File: config.mk
export PLATFORM = sky130hd
export DESIGN_NAME = atl_div
export DESIGN_NICKNAME = d
export VERILOG_FILES = /design/src/atl_pkg.sv /design/src/atl_div.sv
export SDC_FILE = /design/constraint.sdc
export NUM_CORES = 1
export LEC_CHECK = 0
export BUFFER_PORTS_ARGS = -buffer_cell sky130_fd_sc_hd__buf_2
export CORE_ASPECT_RATIO = 0.6
export CORE_MARGIN = 3
export CORE_UTILIZATION = 35
export DETAILED_ROUTE_END_ITERATION = 6
export PLACE_DENSITY = 0.6
export SYNTH_ARGS = -nofsm -noshare
export SYNTH_HDL_FRONTEND = slang
export SYNTH_SLANG_ARGS = --single-unit
File: constraint.sdc
create_clock -name i_clk -period 10.9 [get_ports i_clk]
set_input_delay 0.545 -clock i_clk [delete_from_list [all_inputs] [get_ports i_clk]]
set_output_delay 0.545 -clock i_clk [all_outputs]
set_load 0.03 [all_outputs]
File: src/atl_pkg.sv
// ----------------------------------------------------------------------------
// atl_pkg: shared constants and types of the tint/luminosity color block
// Fixed point constants and the per-word record that rides the pipeline.
// ----------------------------------------------------------------------------
`default_nettype none
package atl_pkg;

    localparam int unsigned ONE16     = 65536;
    localparam int unsigned MID_MAX   = 58982;   // 0.90 in Q0.16
    localparam int unsigned SUP_WHITE = 29491;   // 0.45
    localparam int unsigned SUP_BLACK = 3277;    // 0.05
    localparam int unsigned V_LOW     = 8192;    // 0.125
    localparam int unsigned V_HIGH    = 63242;   // 0.965
    localparam int unsigned OP_ONE    = 256;
    localparam int unsigned RECIP100  = 5243;    // 2^19 / 100, rounded up
    localparam int unsigned DIV_LAT   = 3;       // divider register stages

    // configuration register indexes
    localparam logic [1:0] REG_TINT_OPACITY = 2'd0;
    localparam logic [1:0] REG_LUM_OVR_EN   = 2'd1;
    localparam logic [1:0] REG_LUM_OVR_OP   = 2'd2;

    // per-word record carried alongside the arithmetic
    typedef struct packed {
        logic       vld;
        logic [7:0] a;
        logic [7:0] r;
        logic [7:0] g;
        logic [7:0] b;
        logic [8:0] op;      // saturated tint opacity
        logic [7:0] ap;      // alpha scaled by opacity
        logic       ovr;     // luminosity override on
        logic [7:0] ovr_la;  // override luminosity alpha
        logic [7:0] mx;
        logic [7:0] dl;
        logic       hneg;
        logic [2:0] base;
    } t_item;

endpackage
`default_nettype wire

File: src/atl_div.sv
// ----------------------------------------------------------------------------
// atl_div: pipelined restoring divider
// q = floor(num * 2^17 / den) for num <= den, 18 quotient bits in three
// register stages of six bits each.
// ----------------------------------------------------------------------------
`default_nettype none
module atl_div import atl_pkg::*; (
    input  wire logic        i_clk,
    input  wire logic [7:0]  i_num,
    input  wire logic [7:0]  i_den,
    output logic      [17:0] o_q
);

    // one shift-subtract step: {quotient bit, new remainder}
    function automatic logic [8:0] f_step(input logic [7:0] rem, input logic [7:0] den);
        logic [8:0] r2;
        logic [8:0] df;
        r2 = {rem, 1'b0};
        df = r2 - {1'b0, den};
        if (r2 >= {1'b0, den}) begin
            f_step = {1'b1, df[7:0]};
        end else begin
            f_step = {1'b0, r2[7:0]};
        end
    endfunction

    logic [7:0]  r_rem_a, r_den_a, r_rem_b, r_den_b;
    logic [5:0]  r_qa, r_qa_b;
    logic [5:0]  r_qb;
    logic [17:0] r_q;
    logic [7:0]  n_rem_a, n_rem_b, n_rem_c;
    logic [5:0]  n_qa, n_qb, n_qc;
    logic [8:0]  st_a, st_b, st_c;

    // stage A: integer bit plus five fraction bits
    always_comb begin
        n_qa = '0;
        if (i_num >= i_den) begin
            n_qa[5]  = 1'b1;
            n_rem_a  = i_num - i_den;
        end else begin
            n_rem_a  = i_num;
        end
        for (int i = 4; i >= 0; i--) begin
            st_a     = f_step(n_rem_a, i_den);
            n_qa[i]  = st_a[8];
            n_rem_a  = st_a[7:0];
        end
    end

    // stage B
    always_comb begin
        n_qb    = '0;
        n_rem_b = r_rem_a;
        for (int i = 5; i >= 0; i--) begin
            st_b    = f_step(n_rem_b, r_den_a);
            n_qb[i] = st_b[8];
            n_rem_b = st_b[7:0];
        end
    end

    // stage C
    always_comb begin
        n_qc    = '0;
        n_rem_c = r_rem_b;
        for (int i = 5; i >= 0; i--) begin
            st_c    = f_step(n_rem_c, r_den_b);
            n_qc[i] = st_c[8];
            n_rem_c = st_c[7:0];
        end
    end

    always_ff @(posedge i_clk) begin
        r_rem_a <= n_rem_a;
        r_den_a <= i_den;
        r_qa    <= n_qa;
        r_rem_b <= n_rem_b;
        r_den_b <= r_den_a;
        r_qa_b  <= r_qa;
        r_qb    <= n_qb;
        r_q     <= {r_qa_b, r_qb, n_qc};
    end

    assign o_q = r_q;

endmodule
`default_nettype wire

* Word-level counts from Yosys, hierarchy flattened
Cells that the tools add are included.
** Storage, ports and cells
- Logic and storage cells :: 65
- Output and inout port bits :: 18
- Input bits :: 17
- Register bits after elaboration :: 68
** Cells by class
- Add/sub/neg operators :: 18
- Magnitude comparators :: 18
- Mux-type cells :: 19
** Operators by type and width (number)
- $ge 9x8->1 :: 17
- $mux 9 :: 17
- $sub 8x8->8 :: 18
- $ge 8x8->1 :: 1
- $mux 8 :: 1
- $mux 1 :: 1

* Longest topological paths before layout
- Word-level depth :: 12
- Depth in mapped cells :: 63
- Mapped depth without buffers :: 59

* Least setup slack after synthesis
No wires, ideal clock.
- Path kind :: input to register
- From :: input i_num[0]
- To :: register r_rem_a[2]
- Slack :: -946 ps
- Setup time :: 121 ps
- Cell stages on the path :: 60
- Buffers on the path :: 4
- Required time :: 10779 ps
- Arrival time :: 11725 ps
- Path through :: inv_1 > ha_1 > inv_1 > fa_1 > a21o_1 > a2111oi_2 > o31ai_2 > buf_2 > o21ai_0 > inv_1 > ha_1 > nor2b_1 > o31a_1 > o211ai_1 > a31oi_1 > a211o_1 > buf_2 > and2_1 > [... 24 more ...] > ha_1 > or3_1 > o211ai_1 > a21oi_1 > a31oi_1 > o311a_4 > inv_2 > mux2_2 > ha_1 > a21boi_0 > o21ai_0 > a21oi_1 > o21ai_0 > nand3b_1 > a21oi_1 > nand3b_4 > nand2_4 > mux2_4
** On the way
- Cells in the longest elaborated chain, start to end :: 12
- Elaborated cells between the ends (all ways) :: 18
- Classes of those cells :: add/sub: 6; order compare: 6; mux: 6
** RTL lines
- start, declared :: line atl_div.sv:9 : input wire logic [7:0] i_num,
- $sub 8x8->8 / $ge 8x8->1 (equally long branches) :: line atl_div.sv:40, atl_div.sv:38
- $mux 8 * :: line atl_div.sv:38 : if (i_num >= i_den) begin
- $sub 8x8->8 / $ge 9x8->1 (equally long branches) :: line atl_div.sv:19, atl_div.sv:20
- $mux 9 * :: line atl_div.sv:20 : if (r2 >= {1'b0, den}) begin
- $sub 8x8->8 / $ge 9x8->1 (equally long branches) :: line atl_div.sv:19, atl_div.sv:20
- $mux 9 * :: line atl_div.sv:20
- $sub 8x8->8 / $ge 9x8->1 (equally long branches) :: line atl_div.sv:19, atl_div.sv:20
- $mux 9 * :: line atl_div.sv:20
- $sub 8x8->8 / $ge 9x8->1 (equally long branches) :: line atl_div.sv:19, atl_div.sv:20
- $mux 9 * :: line atl_div.sv:20
- $ge 9x8->1 / $sub 8x8->8 (equally long branches) :: line atl_div.sv:20, atl_div.sv:19
- $mux 9 * :: line atl_div.sv:20
- net st_a[2] :: line atl_div.sv:33 : logic [8:0] st_a, st_b, st_c;
- end signal, assigned :: line atl_div.sv:74 : r_rem_a <= n_rem_a;
- end, declared :: line atl_div.sv:27 : logic [7:0] r_rem_a, r_den_a, r_rem_b, r_den_b;
Mark *: on every way through the listed nets, which the timed path passes. The rest lies on a longest branch.
A chain may end at the register's enable or synchronous reset.

* Worst setup path after layout
Same ends and word-level chain as after synthesis.

==> results.sh <==
export IMPL_vias_per_cell=5.325
export IMPL_end_kind="flip-flop"
export IMPL_drt_initial_drc_count=617
export IMPL_fillers=1981
export IMPL_cts_root_buf="clkbuf_16"
export IMPL_r2r_cells=52
export IMPL_slowest_stage="o41ai_2"
export IMPL_initial_utilization_pct=36.08
export IMPL_cap_violations=0
export IMPL_slew_violations=0
export IMPL_grt_max_degree=17
export IMPL_synth_flop_cell="dfxtp_1"
export IMPL_clkTransAtPathRegs_ns=0.07
export IMPL_wire_per_inst_um=17.35
export IMPL_max_stage_delay_ns=0.41
export IMPL_r2r_start="r_den_a[1]"
export IMPL_startpoint="i_num[0]"
export IMPL_synth_fp_nets=1185
export IMPL_hpwl_mm=22.30
export IMPL_min_period_ns=10.97
export IMPL_cts_tree="built"
export IMPL_fin_util_pct=59.02
export IMPL_final_hold_violation_count=0
export IMPL_fmax_mhz=91.15
export IMPL_layout_nets=1605
export IMPL_area_growth_pct=63.56
export IMPL_final_antenna_net_count=0
export IMPL_path_max_fanout=7
export IMPL_antenna_found_initial=0
export IMPL_port_buffers=34
export IMPL_grt_pass1_wl_mm=44.73
export IMPL_io_pins=35
export IMPL_holdBufCountCts=0
export IMPL_hp_class="reg -> reg"
export IMPL_start_kind="primary input"
export IMPL_timing_final_ws_setup_ns=-0.07125
export IMPL_drc=0
export IMPL_min_period_over_period_pct=100.7
export IMPL_cts_buffer_depth=2
export IMPL_htreeDepth=3
export IMPL_required_ns=11.13
export IMPL_dr_pass1_iters=5
export IMPL_syn_inst=1034
export IMPL_violations="negative setup slack"
export IMPL_synth_area_leader_cell="ha_1"
export IMPL_grt_ovfl_total=0
export IMPL_synth_yosys_warnings=0
export IMPL_synth_edf_count=0
export IMPL_synth_top_area_share_pct=19.31
export IMPL_fp_coreArea_um2=23350
export IMPL_ff2ff_setup_slack_ns=0.12
export IMPL_setup_tns_ns=-0.1126
export IMPL_setup_viol=4
export IMPL_rsz0062_at_grt="yes"
export IMPL_dieHeight_um=126.2
export IMPL_register_area_um2=1374
export IMPL_max_slew_margin_pct=56.15
export IMPL_final_cell_mix="buf_4, nor2_1, ha_1"
export IMPL_cts_made_buffers=9
export IMPL_clock_latency_ns=0.35
export IMPL_crit_type="in -> reg"
export IMPL_antennaDiodeCount=0
export IMPL_fp_dieW_um=206.3
export IMPL_dieArea_um2=26030
export IMPL_skew_ns=0.009315
export IMPL_multi_input_area_um2=8224
export IMPL_yosysUniqueCellTypes=84
export IMPL_dr_total_vias=9447
export IMPL_hp_start="r_qa_b[4]"
export IMPL_cts_sinks=68
export IMPL_drive_above_1_share_pct=50.72
export IMPL_grt_usage_pct=21.42
export IMPL_cp_arrival_ns=11.20
export IMPL_syn_area_per_cell_um2=8.149
export IMPL_status="finished with violations"
export IMPL_synthTopCellsByArea="ha_1, dfxtp_1, mux2_2"
export IMPL_timing_rr_end="r_rem_b[7]"
export IMPL_whs_endpoint="o_q[16]"
export IMPL_final_common_cell="buf_4"
export IMPL_worstMarginPinSlew_ns=0.6492
export IMPL_gp_congestion=0.9489
export IMPL_hold_depth=0
export IMPL_synth_seq_cells=68
export IMPL_std_cell_rows=43
export IMPL_drt_total_wl_mm=30.78
export IMPL_async_flop_share_pct=0
export IMPL_first_global_vias=8764
export IMPL_syn_area_um2=8426
export IMPL_synth_seq_area_share_pct=16.16
-- stage by stage --
step | hold slack, ns | instance area [um2] | instances | worst slack (ns)
2_1_floorplan | 0.3096 | 8691 | 1034 | -0.05522
3_3_place_gp | 0.3100 | 11400 | 1666 | -0.8356
3_5_place_dp | 0.3121 | 11400 | 1666 | -0.9431
4_1_cts | 0.3066 | 12260 | 1718 | 0.01794
5_1_grt | 0.3112 | 13780 | 1774 | -0.4200
6_report | 0.3165 | 13780 | 1774 | -0.07125
-- how the worst max path moves through the flow --
stage / to / slack, ns / depth (start not counted)
after CTS: o_q[0] / 0.02 / 57
after detailed placement: o_q[0] / -0.94 / 57
after global placement: o_q[0] / -0.84 / 57
final: r_rem_a[2] / -0.07 / 59
after global routing: r_rem_a[2] / -0.42 / 57
after floorplan: r_rem_a[2] / -0.06 / 60
-- logic make-up after synthesis --
family          count (synthesis)  synth area share, %
compound gates                310                24.56
xor+xnor                       72                7.484
fa+ha+maj                     134                20.26
buf+inv                        87                4.010
flops                          68                16.16
mux                            69                9.281
simple gates                  294                18.25
-- synthesized netlist by cell type (all sizes together) (5+ instances only) --
cell type	number
mux2	51
a211oi	6
nand3	14
o21a	31
a21boi	12
and2	6
or2	11
nand2	51
clkbuf	5
mux2i	18
inv	73
nor2	94
o31ai	5
buf	7
nor3	21
a21o	25
ha	130
a21oi	77
o31a	6
a221oi	6
o21ai	78
a211o	6
or3	13
o211ai	8
a31oi	12
nor2b	21
nand4	6
dfxtp	68
and4	10
and3	10
nand2b	21
xnor2	53
xor2	19
-- repair_timing --
action,in CTS,in global routing
buffers inserted,36,56
setup endpoints to repair,17,19
gates resized for setup,66,215
gates cloned,0,1
pin swaps,48,126
-- area by class of cell --
class | count | share of cell area [%]
flip-flops and latches | 68 | 9.969
clock buffers | 10 | 1.734
clock inverters | 6 | 0.6265
multi-input cells | 879 | 59.68
repair buffers | 421 | 22.99
well taps | 315 | 2.860
inverters | 75 | 2.143
-- routing by layer --
metal  vias to the layer above  GRT usage [%]  part of all wire [%]
met3                        47          4.392                   5.1
met1                      4500          33.01                    51
li1                       4644              -                     -
met5                         -              0                     0
met4                         0          3.509                   1.8
met2                       256          30.81                    42
-- sequential cells by signal, summed over array words and instances, names as in the netlist --
signal	count
o_q	18
r_rem_b	8
r_qa_b	6
r_rem_a	8
r_qa	6
r_qb	6
r_den_b	8
r_den_a	8
-- critical path: cells and delay by family --
kind	cells	cell delay, ns
buffers and inverters	9	1.00
AOI/OAI and AO/OA	30	5.43
adders and majority gates	7	1.83
and+or+nand+nor	10	1.45
muxes	3	0.92
Power is left out: the tool's default activity adds up to more than one toggle a clock period on the data nets, which glitch-free logic cannot reach.
